`config.mk`:
```
export PLATFORM = sky130hd
export DESIGN_NAME = rmth_ctrl
export DESIGN_NICKNAME = d
export VERILOG_FILES = /design/src/rtl/core/rmth_pkg.sv /design/src/rtl/core/rmth_ctrl.sv
export SDC_FILE = /design/constraint.sdc
export NUM_CORES = 1
export LEC_CHECK = 0
export CORE_MARGIN = 2
export CORE_UTILIZATION = 40
export DETAILED_ROUTE_END_ITERATION = 16
export DONT_BUFFER_PORTS = 1
export HOLD_SLACK_MARGIN = 0.02
export PLACE_DENSITY = 0.62
export SYNTH_ARGS = -nofsm -noshare
export SYNTH_HDL_FRONTEND = slang
export SYNTH_SLANG_ARGS = --single-unit
```
`constraint.sdc`:
```
create_clock -name clk -period 8.7 [get_ports clk]
set_input_delay 2.175 -clock clk [delete_from_list [all_inputs] [get_ports clk]]
set_output_delay 2.175 -clock clk [all_outputs]
set_load 0.01 [all_outputs]
```
`src/rtl/core/rmth_pkg.sv`:
```
`default_nettype none
package rmth_pkg;

  typedef enum logic [1:0] {
    OP_NONE = 2'd0,
    OP_PUSH = 2'd1,
    OP_POP  = 2'd2
  } heap_op_t;

  // Command from controller to datapath
  typedef struct packed {
    heap_op_t op;
    logic     sel_upper;   // 1: min-heap (upper), 0: max-heap (lower)
    logic     src_moved;   // push value: 1 moved top, 0 sample
  } dp_cmd_t;

  typedef struct packed {
    logic done;
  } dp_status_t;

  localparam logic [0:0] REG_MAX_OBS = 1'd0;

endpackage
`default_nettype wire

```
`src/rtl/core/rmth_ctrl.sv`:
```
`default_nettype none
module rmth_ctrl
  import rmth_pkg::*;
#(
  parameter int VB = 32,
  parameter int CW = 10,
  parameter int MAX_OBS = 1024
) (
  input  wire logic          clk,
  input  wire logic          rst,
  input  wire logic          in_valid,
  output logic               in_ready,
  input  wire logic [VB-1:0] sample,
  output logic [VB-1:0]      held_sample,
  output logic               out_valid,
  input  wire logic          out_ready,
  output logic [VB:0]        median,
  output logic               stat,
  input  wire logic [10:0]   max_obs,
  output logic               start,
  output dp_cmd_t            cmd,
  input  wire dp_status_t    dstat,
  input  wire logic [CW-1:0] lcount,
  input  wire logic [CW-1:0] ucount,
  input  wire logic [VB-1:0] ltop,
  input  wire logic [VB-1:0] utop
);
  typedef enum logic [4:0] {
    C_IDLE = 5'b00001,
    C_OP1  = 5'b00010,
    C_OP2  = 5'b00100,
    C_WAIT = 5'b01000,
    C_DONE = 5'b10000
  } cst_t;

  cst_t state;
  logic [VB:0] last;
  logic [1:0]  ops;   // ops left
  dp_cmd_t     c1, c2, c3;

  localparam int EW = $clog2(MAX_OBS + 1) + 1;
  logic [EW-1:0] eff, lcap, ucap, nl, nu;
  logic below, lheavy, rheavy, reject;

  always_comb begin
    eff = ({21'd0, max_obs} > 32'(MAX_OBS)) ? EW'(MAX_OBS) : EW'(max_obs);
    lcap = eff >> 1;
    ucap = lcap + EW'(1);
    below = $signed({sample, 1'b0}) < $signed(last);
    lheavy = ({1'b0, lcount} == {1'b0, ucount} + 1'b1);
    rheavy = ({1'b0, ucount} == {1'b0, lcount} + 1'b1);
    nl = EW'(lcount); nu = EW'(ucount);
    if (lheavy) nu = nu + EW'(1);
    else if (rheavy) nl = nl + EW'(1);
    else if (below) nl = nl + EW'(1);
    else nu = nu + EW'(1);
    reject = (nl > lcap) || (nu > ucap);
  end

  assign in_ready = (state == C_IDLE) && !out_valid;
  assign cmd = c1;

  always_ff @(posedge clk) begin
    if (rst) begin
      state <= C_IDLE; out_valid <= 1'b0; last <= '0; start <= 1'b0;
    end else begin
      start <= 1'b0;
      if (out_valid && out_ready) out_valid <= 1'b0;
      unique case (state)
        C_IDLE: if (in_valid && in_ready) begin
          held_sample <= sample;
          if (reject) begin
            median <= last; stat <= 1'b1; out_valid <= 1'b1;
          end else begin
            stat <= 1'b0;
            if (lheavy && below) begin
              c1 <= '{OP_POP, 1'b0, 1'b0};
              c2 <= '{OP_PUSH, 1'b1, 1'b1};
              c3 <= '{OP_PUSH, 1'b0, 1'b0}; ops <= 2'd2;
            end else if (rheavy && !below) begin
              c1 <= '{OP_POP, 1'b1, 1'b0};
              c2 <= '{OP_PUSH, 1'b0, 1'b1};
              c3 <= '{OP_PUSH, 1'b1, 1'b0}; ops <= 2'd2;
            end else begin
              c1 <= '{OP_PUSH, rheavy ? 1'b0 : (lheavy ? 1'b1 : !below), 1'b0};
              ops <= 2'd0;
            end
            state <= C_OP1;
          end
        end
        C_OP1: begin
          start <= 1'b1; state <= C_WAIT;
        end
        C_OP2: begin
          start <= 1'b1; state <= C_WAIT;
        end
        C_WAIT: if (dstat.done) begin
          if (ops != 2'd0) begin
            c1 <= c2; c2 <= c3; ops <= ops - 2'd1; state <= C_OP2;
          end else state <= C_DONE;
        end
        C_DONE: begin
          if (lcount == ucount)
            median <= (VB+1)'($signed(ltop)) + (VB+1)'($signed(utop));
          else if (lcount > ucount) median <= {ltop, 1'b0};
          else median <= {utop, 1'b0};
          if (lcount == ucount)
            last <= (VB+1)'($signed(ltop)) + (VB+1)'($signed(utop));
          else if (lcount > ucount) last <= {ltop, 1'b0};
          else last <= {utop, 1'b0};
          out_valid <= 1'b1; state <= C_IDLE;
        end
        default: state <= C_IDLE;
      endcase
    end
  end

  ap_one_state: assert property (@(posedge clk) disable iff (rst) $onehot(state))
    else $error("state not one-hot");
  ap_no_accept_busy: assert property (@(posedge clk) disable iff (rst)
    (state != C_IDLE) |-> !in_ready) else $error("accept while busy");
  ap_start_wait: assert property (@(posedge clk) disable iff (rst)
    start |-> (state == C_WAIT)) else $error("start outside wait");
endmodule
`default_nettype wire

```
==> results.yml <==
status:
  run_status: "completed"
finish:
  final_layout_size_suffix_gt1_share_pct: 6.74
  antenna-diode-count: 0
  syn_to_final_growth_pct: 9.90
  fill_cells: 2139
  fin_nets: 1213
synth:
  syn_area_sq_um: 8940
  synth_nets: 1222
  synth.avg_cell_area_sq_um: 9.03
  netlist_instances: 990
  yosys-top-cells-area: "edfxtp_1, ha_1, dfxtp_1"
  synthArstFlopShare_pct: 0
  synth-edff-count: 75
  yosysSeqAreaShare_pct: 34.1
  synth_cell_types: 71
  synth-main-ff-cell: "edfxtp_1"
  synth_seq_cells: 115
  post-synth-top-area-cell: "edfxtp_1"
  yosysTopAreaCellShare_pct: 25.2
  yosysWarnings: 0
worst_setup_path:
  startpoint_type: "primary input"
  critical_path.slowest_cell: "a221oi_1"
  path_class: "in -> reg"
  cp.arrival_ns: 7.39
  cp_max_fo: 20
  crit_chain: "ha_1, a21oi_1, o21ai_0, a2111oi_0, nand3_1, a31o_2, a21boi_1, buf_4, mux2_2, ha_1, nor2b_1, o21a_1, o21ai_0, a2111oi_0, a2111oi_0, o22a_1, nand4_2, a221oi_1"
  end_kind: "flip-flop"
  crit_top_cell: "a2111oi_0"
  cp_data_required_time_ns: 8.74
  max_stage_delay_ns: 0.87
clock_network:
  clk_latency_ns: 0.42
  path_clk_slew_ns: 0.06
  cts_tree: "built"
  clock-root-buffer: "clkbuf_16"
  htreeDepth: 4
  cts_sinks: 115
  cts_made_buffers: 17
  cts_resized: 0
  clockBufferDepth: 2
  hold_buffers: 0
  postCtsSetupBuffers: 0
floorplanning:
  core.rowCount: 54
  core-area_sq_um: 21900
  start_util_pct: 40.9
  io_pins: 205
  die_x_um: 154
  die_h_um: 154
  dieArea_sq_um: 23600
pwr:
  pwr_density_cell_nw_per_um2: 168
  finalPower_mw: 1.66
  leakage_nw: 3.88
  vdd_ir_drop_max_mv: 0.123
sta:
  fin_crit_sh_pct: 84.5
  fin_tns_setup_ns: 0
  rsz0062_at_grt: "false"
  worstMarginPinSlew_ns: 0.957
  layout_setup_ws_ns: 1.35
  fmax_mhz: 136
  maxSlewViolCount: 0
  fin_crit_ns: 7.35
  finalSetupViolCount: 0
  hold_viol: 0
  hold_ws_ns: 0.472
  skew_ns: 0.00963
  worst_slew_margin_rel_pct: 36.2
route:
  num_vias: 7399
  drt_iter0_drc: 492
  routed_wl_mm: 25.3
  dr.pass1.iters: 5
  wl_per_cell_um: 19.9
  viasPerCell: 5.81
  drc: 0
  drtAntennaViolNets: 0
placement:
  place_ws_ns: 0.964
  gp_congestion: 0.878
  post-dp-hpwl_mm: 20.0
  io_buffers: 0
flow_run:
  cap_violations: 0
global_route:
  grt_pass1_vias: 7214
  grt_max_degree: 38
  overflow: 0
  antenna_found_initial: 0
  grt_use_total_pct: 21.2
  grt_pass1_wl_mm: 39.6
worst_hold_path:
  hold_class: "reg -> reg"
[registers in the layout (all words and copies together), names as in the netlist]
signal       flops
median          33
c3               1
stat             1
last            33
c2               2
out_valid        1
state            5
start            1
cmd              4
ops              2
held_sample     32
[Yosys cell counts, types with 4 or more instances]
cell	n
a31oi_1	8
a22oi_1	4
a2111oi_0	5
o21a_1	12
nand2_1	96
a211oi_1	19
or3_1	4
and2_1	14
dfxtp_1	40
nand3b_1	4
nand3_1	26
o21bai_1	5
buf_2	4
and4_1	8
inv_1	67
nand4_1	17
o22ai_1	6
a21oi_1	80
mux2i_1	29
xnor2_1	44
or4_1	5
xor2_1	18
a31o_2	6
and3_1	9
o2111ai_1	5
mux2_2	9
nor2_1	52
clkbuf_1	28
buf_1	5
o211ai_1	18
nand2b_1	11
ha_1	99
o21ai_0	36
nor3_1	23
nor2b_1	15
nor4_1	5
a21o_1	31
edfxtp_1	75
[power breakdown]
part / internal, mW / switching, mW / total, mW
registers: 0.615 / 0.0250 / 0.640
logic: 0.130 / 0.181 / 0.311
clock network: 0.430 / 0.274 / 0.704
[layout by cell type (no fill, tap or decap), types with 29 or more instances in the layout]
master	n
mux2i_1	29
edfxtp_1	75
ha_1	99
dfxtp_1	40
inv_1	67
nand2_1	96
nor2_1	51
a21o_1	31
o21ai_0	36
a21oi_1	80
xnor2_1	44
[kinds of logic after synthesis]
family	synth area share [%]
compound gates	19.6
xor+xnor	6.32
fa+ha+maj	14.1
buf+inv	4.50
flops	34.1
mux	4.38
other cells	0.0419
simple gates	17.0
[per-stage QoR]
stage	instance area, sq um	std cells	utilization (%)
after floorplan	8940	990	-
after global placement	9240	1242	42.2
after detailed placement	9240	1242	42.2
after CTS	9830	1274	44.9
after global routing	9830	1274	44.9
final	9830	1274	44.9
[area by class of cell]
cell class | instances | area, sq um | share of cell area, %
tap | 280 | 350 | 3.56
timing repair buffer | 9 | 67.6 | 0.687
multi-input combinational | 769 | 5510 | 56.0
clock inverter | 15 | 169 | 1.72
sequential | 115 | 3050 | 31.1
clock buffer | 17 | 425 | 4.33
inverter | 69 | 259 | 2.63
[metal layers]
layer	share of wire [%]	global-route usage, %	up-vias
met5	0	0	-
li1	-	-	3654
met3	9.6	7.44	28
met1	44	27.6	3450
met4	1.6	5.55	0
met2	45	33.5	267
[critical path: cells and delay by family]
| kind | cells | cell delay (ns) |
|---|---|---|
| buf+inv | 1 | 0.26 |
| fa+ha+maj | 2 | 0.62 |
| simple gates | 3 | 0.52 |
| compound gates | 11 | 3.44 |
| mux | 1 | 0.37 |
[worst paths after layout]
| check | start | slack (ns) | cells past startpoint | to |
|---|---|---|---|---|
| setup / recovery | sample[13] | 1.35 | 18 | cmd[0] |
| hold / removal | last[16] | 0.47 | 2 | last[16] |
| setup reg to reg | last[14] | 2.72 | 19 | cmd[0] |
| hold reg to reg | last[16] | 0.47 | 2 | last[16] |
Note: power is estimated with default switching activity, not from simulation.
